**config.mk**
```make
export PLATFORM = sky130hd
export DESIGN_NAME = nwa_ctrl
export DESIGN_NICKNAME = d
export VERILOG_FILES = /design/src/nwa_pkg.sv /design/src/nwa_ctrl.sv
export SDC_FILE = /design/constraint.sdc
export NUM_CORES = 1
export LEC_CHECK = 0
export BUFFER_PORTS_ARGS = -buffer_cell sky130_fd_sc_hd__buf_2
export CORE_AREA = 4 4 41 43
export DETAILED_ROUTE_END_ITERATION = 16
export DIE_AREA = 0 0 45 47
export PLACE_DENSITY = 0.41
export SKIP_LAST_GASP = 1
export SYNTH_ARGS = -nofsm -noshare
export SYNTH_HDL_FRONTEND = slang
export SYNTH_SLANG_ARGS = --single-unit
```
**constraint.sdc**
```tcl
create_clock -name clk_i -period 1.52 [get_ports clk_i]
set_input_delay 0.076 -clock clk_i [delete_from_list [all_inputs] [get_ports clk_i]]
set_output_delay 0.076 -clock clk_i [all_outputs]
set_load 0.02 [all_outputs]
```
**src/nwa_pkg.sv**
```systemverilog
// nwa_pkg: shared constants, action codes and controller/datapath structs
// for the nfa word acceptor; used by nwa_ctrl, nwa_dp and nfa_word_acceptor
`default_nettype none

package nwa_pkg;

  localparam int MAX_STATES    = 64;
  localparam int ALPHABET_SIZE = 32;

  localparam int STATE_W  = 6;
  localparam int SYM_W    = 5;
  localparam int ST_IDX_W = (MAX_STATES > 1) ? $clog2(MAX_STATES) : 1;
  localparam int DEPTH    = MAX_STATES * ALPHABET_SIZE;
  localparam int ADDR_W   = $clog2(DEPTH);

  typedef enum logic [1:0] {
    ACT_ADD  = 2'd0,
    ACT_MARK = 2'd1,
    ACT_WORD = 2'd2,
    ACT_EOW  = 2'd3
  } nwa_action_e;

  typedef enum logic [2:0] {
    ST_CLEAR,
    ST_IDLE,
    ST_ADD_RD,
    ST_ADD_WR,
    ST_SCAN,
    ST_COMMIT
  } nwa_state_e;

  typedef struct packed {
    logic capture;
    logic mark;
    logic eow;
    logic clr_step;
    logic add_rd;
    logic add_wr;
    logic scan_step;
    logic scan_commit;
  } nwa_cmd_t;

  typedef struct packed {
    logic clr_last;
    logic scan_last;
    logic out_busy;
  } nwa_sts_t;

  function automatic logic [ADDR_W-1:0] nwa_addr(input logic [ST_IDX_W-1:0] st,
                                                 input logic [SYM_W-1:0]    sym);
    return ADDR_W'(st) * ADDR_W'(ALPHABET_SIZE) + ADDR_W'(sym);
  endfunction

endpackage

`default_nettype wire

```
**src/nwa_ctrl.sv**
```systemverilog
// nwa_ctrl: state machine sequencing clearing, transition updates and
// symbol scans; depends on nwa_pkg, drives nwa_dp through nwa_cmd_t
`default_nettype none

module nwa_ctrl (
  input  logic              clk_i,
  input  logic              rst_ni,
  input  logic              in_valid_i,
  input  logic [1:0]        action_i,
  output logic              in_stall_o,
  input  nwa_pkg::nwa_sts_t sts_i,
  output nwa_pkg::nwa_cmd_t cmd_o
);
  import nwa_pkg::*;

  nwa_state_e  state_q, state_d;
  nwa_action_e act;
  logic        accept;

  assign act = nwa_action_e'(action_i);

  always_ff @(posedge clk_i or negedge rst_ni) begin
    if (!rst_ni) begin
      state_q <= ST_CLEAR;
    end else begin
      state_q <= state_d;
    end
  end

  always_comb begin
    state_d    = state_q;
    cmd_o      = '0;
    in_stall_o = 1'b1;
    accept     = 1'b0;
    case (state_q)
      ST_CLEAR: begin
        cmd_o.clr_step = 1'b1;
        if (sts_i.clr_last) begin
          state_d = ST_IDLE;
        end
      end
      ST_IDLE: begin
        in_stall_o = (act == ACT_EOW) && sts_i.out_busy;
        accept     = in_valid_i && !in_stall_o;
        if (accept) begin
          cmd_o.capture = 1'b1;
          case (act)
            ACT_ADD:  state_d = ST_ADD_RD;
            ACT_MARK: cmd_o.mark = 1'b1;
            ACT_WORD: state_d = ST_SCAN;
            ACT_EOW:  cmd_o.eow = 1'b1;
            default:  state_d = ST_IDLE;
          endcase
        end
      end
      ST_ADD_RD: begin
        cmd_o.add_rd = 1'b1;
        state_d      = ST_ADD_WR;
      end
      ST_ADD_WR: begin
        cmd_o.add_wr = 1'b1;
        state_d      = ST_IDLE;
      end
      ST_SCAN: begin
        cmd_o.scan_step = 1'b1;
        if (sts_i.scan_last) begin
          state_d = ST_COMMIT;
        end
      end
      ST_COMMIT: begin
        cmd_o.scan_commit = 1'b1;
        state_d           = ST_IDLE;
      end
      default: begin
        state_d = ST_IDLE;
      end
    endcase
  end

  a_wr_after_rd: assert property (@(posedge clk_i) disable iff (!rst_ni)
    cmd_o.add_wr |-> $past(cmd_o.add_rd))
    else $error("transition write without preceding read");

  a_commit_after_scan: assert property (@(posedge clk_i) disable iff (!rst_ni)
    cmd_o.scan_commit |-> $past(cmd_o.scan_step && sts_i.scan_last))
    else $error("commit without completed scan");

  a_one_cmd: assert property (@(posedge clk_i) disable iff (!rst_ni)
    $onehot0({cmd_o.mark, cmd_o.eow, cmd_o.clr_step, cmd_o.add_rd,
              cmd_o.add_wr, cmd_o.scan_step, cmd_o.scan_commit}))
    else $error("conflicting datapath commands");

  a_eow_room: assert property (@(posedge clk_i) disable iff (!rst_ni)
    cmd_o.eow |-> !sts_i.out_busy)
    else $error("end of word while result register blocked");

endmodule

`default_nettype wire

```
==> reports/results.ini <==
[sta]
hold_viol_final = 0
worst_pin_slew_ns = 0.338
finClkSkew_ns = 0.00119
grt_setup_unrepaired = true
tns_ns = 0
fin_crit_ns = 1.49
finalCritPeriodShare_pct = 98.2
fmaxAchievable_ghz = 0.670
maxSlewViolCount = 0
max-slew-margin-rel_pct = 77.2
finalSetupViolCount = 0

[floorplanning]
core_area_mm2 = 0.00130
die-area_mm2 = 0.00212
start_util_pct = 20.7
rows = 13
io_pins = 17
fp.dieH_um = 47
die_w_um = 45

[setup_path]
critPathRequiredTime_ns = 1.44
critPathCaptureType = output port
crit_type = reg -> out
startpoint = state_q[1]$_DFFE_PN0P_
ff2ff_setup_slack_ns = 0.34
critical_path.startpoint_type = flip-flop
slowest_delay_ns = 0.44
timing.rr.start = state_q[1]$_DFFE_PN0P_
cp_max_fo = 4
slowest_stage = or3b_4
arrival_ns = 1.42
crit_chain = or3b_4, a311oi_2, buf_4

[power]
switching_share_pct = 42.2
intPower_uw = 396
power_frac_comb_pct = 62.2
p_leak_nw = 0.224
total_power_uw = 686
switchingPower_uw = 290
clkPwrFrac_pct = 20.9
vdd_drop_max_v = 0.000474
power_frac_seq_pct = 16.8
pwr_density_cell_mw_per_mm2 = 1590

[route]
drc = 0
antenna_left = 0
wl_um = 804
firstDrtPassIters = 5
wl_per_cell_um = 12.2
first_iter_violations = 14
viasPerCell = 4.76
dr_total_vias = 314

[clock_network]
cts_buffers = 3
cts_buffer_depth = 2
cts_tree = yes
clk_latency_ns = 0.23
clockRootBuffer = clkbuf_4
h-tree-depth = 1
clk_pin_slew_worst_paths_ns = 0.04
cts_sinks = 3

[global_route]
grt_max_degree = 11
grt_overflow = 0
grt.total_usage_pct = 8.48
grt_first_pass_wirelength_um = 1260
grt_pass1_vias = 320
antenna_found_initial = 0

[yosys]
synth_cell_types = 19
synth_seq_area_share_pct = 27.9
synth_area_um2 = 269
yosys_warnings = 0
synth_nets = 36
synth.avg_cell_area_um2 = 9.61
syn-instance-count = 28
ys_ff_latch = 3

[layout]
mostFrequentLayoutCells = 14 x buf_2, 6 x buf_4, 4 x inv_1
fill_cells = 145
synthToLayoutAreaGrowth_pct = 60.0
top_regs = state_q: 3 flops
final_common_cell = buf_2
largest_reg_flops = 3
top_register = state_q
finalInstanceArea_um2 = 430
fin_nets = 60
layout-drive-gt1-share_pct = 58.8
antenna_cells = 0

[placed_design]
port_buffers = 16
gp_congestion = 0.744
hpwl_um = 636
place_area_um2 = 382

[worst_hold_path]
worst_hold_path_type = in -> reg
min_from = sts_i[1]

[job]
cap_violations = 0

[status]
status = complete, no violations

## logic make-up after synthesis
logic type / after synthesis / synth area share (%)
AND/OR/NAND/NOR: 12 / 32.1
AO/OA/AOI/OAI: 7 / 28.8
buffers and inverters: 6 / 11.2
flip-flops: 3 / 27.9
## worst max-delay path: cells and delay by family (launching register included)
kind	cells	cell delay, ns
AND/OR/NAND/NOR	1	0.44
AO/OA/AOI/OAI	1	0.20
buffers and inverters	1	0.18
flip-flops	1	0.37
## cells in the mapped netlist, drive strengths merged
cell	number	area share, %
inv	4	5.6
nand2	1	1.4
a311oi	1	3.3
and3b	2	7.0
o21ai	1	1.9
nor3b	3	8.4
o311ai	1	3.3
or3b	1	4.2
a2111oi	1	10
nor2	1	1.4
nor4b	1	3.3
a41o	1	3.7
buf	1	4.2
nor3	2	3.7
and3	1	2.8
a31o	2	6.5
dfrtp	3	28
clkbuf	1	1.4
## metrics by stage
step | hold slack, ns | cells | worst slack [ns] | utilization (%)
6_report | 0.128 | 66 | 0.0275 | 33.1
3_3_place_gp | -0.130 | 60 | 0.143 | 29.3
4_1_cts | 0.128 | 65 | -0.00293 | 32.3
2_1_floorplan | -0.220 | 28 | 0.0320 | -
3_5_place_dp | -0.126 | 60 | 0.137 | 29.3
5_1_grt | 0.156 | 66 | -0.0481 | 33.1
## final timing paths
kind,end,cells past startpoint
min,state_q[0]$_DFFE_PN0P_,3
max in group asynchronous,state_q[1]$_DFFE_PN0P_,2
max reg2reg,state_q[1]$_DFFE_PN0P_,4
min reg2reg,state_q[0]$_DFFE_PN0P_,2
max,cmd_o[7],3
min in group asynchronous,state_q[2]$_DFFE_PN0P_,2
## power groups by stage
| stage | Sequential (mW) | Combinational [mW] | Clock, mW |
|---|---|---|---|
| 2_1_floorplan | 0.117 | 0.290 | 0 |
| 3_3_place_gp | 0.117 | 0.409 | 0 |
| 3_5_place_dp | 0.117 | 0.418 | 0 |
| 4_1_cts | 0.116 | 0.418 | 0.147 |
| 5_1_grt | 0.119 | 0.461 | 0.148 |
| 6_report | 0.116 | 0.427 | 0.143 |
## per-layer routing
| metal | routed length, um | GRT usage, % | up-vias |
|---|---|---|---|
| li1 | - | - | 155 |
| met1 | 345 | 9.17 | 151 |
| met2 | 401 | 13.6 | 8 |
| met3 | 58 | 2.68 | 0 |
| met4 | 0 | 7.02 | 0 |
| met5 | 0 | 0 | - |
## final cells by class
type                       instances  area [um^2]  share of cell area [%]
multi-input combinational         19          170                    39.5
timing repair buffer              21          125                    29.1
clock buffer                       4         26.3                    6.10
sequential                         3         75.1                    17.4
tap                               15         18.8                    4.36
inverter                           4         15.0                    3.49
## repair_timing
item | 4_1_cts | 5_1_grt
hold endpoints to repair | 3 | 0
resized for setup | 1 | 1
hold buffers | 1 | 0
setup endpoints to repair | 1 | 4
pin swaps | 2 | 0
buffers inserted | 0 | 1
(Power assumes the default switching activity.)
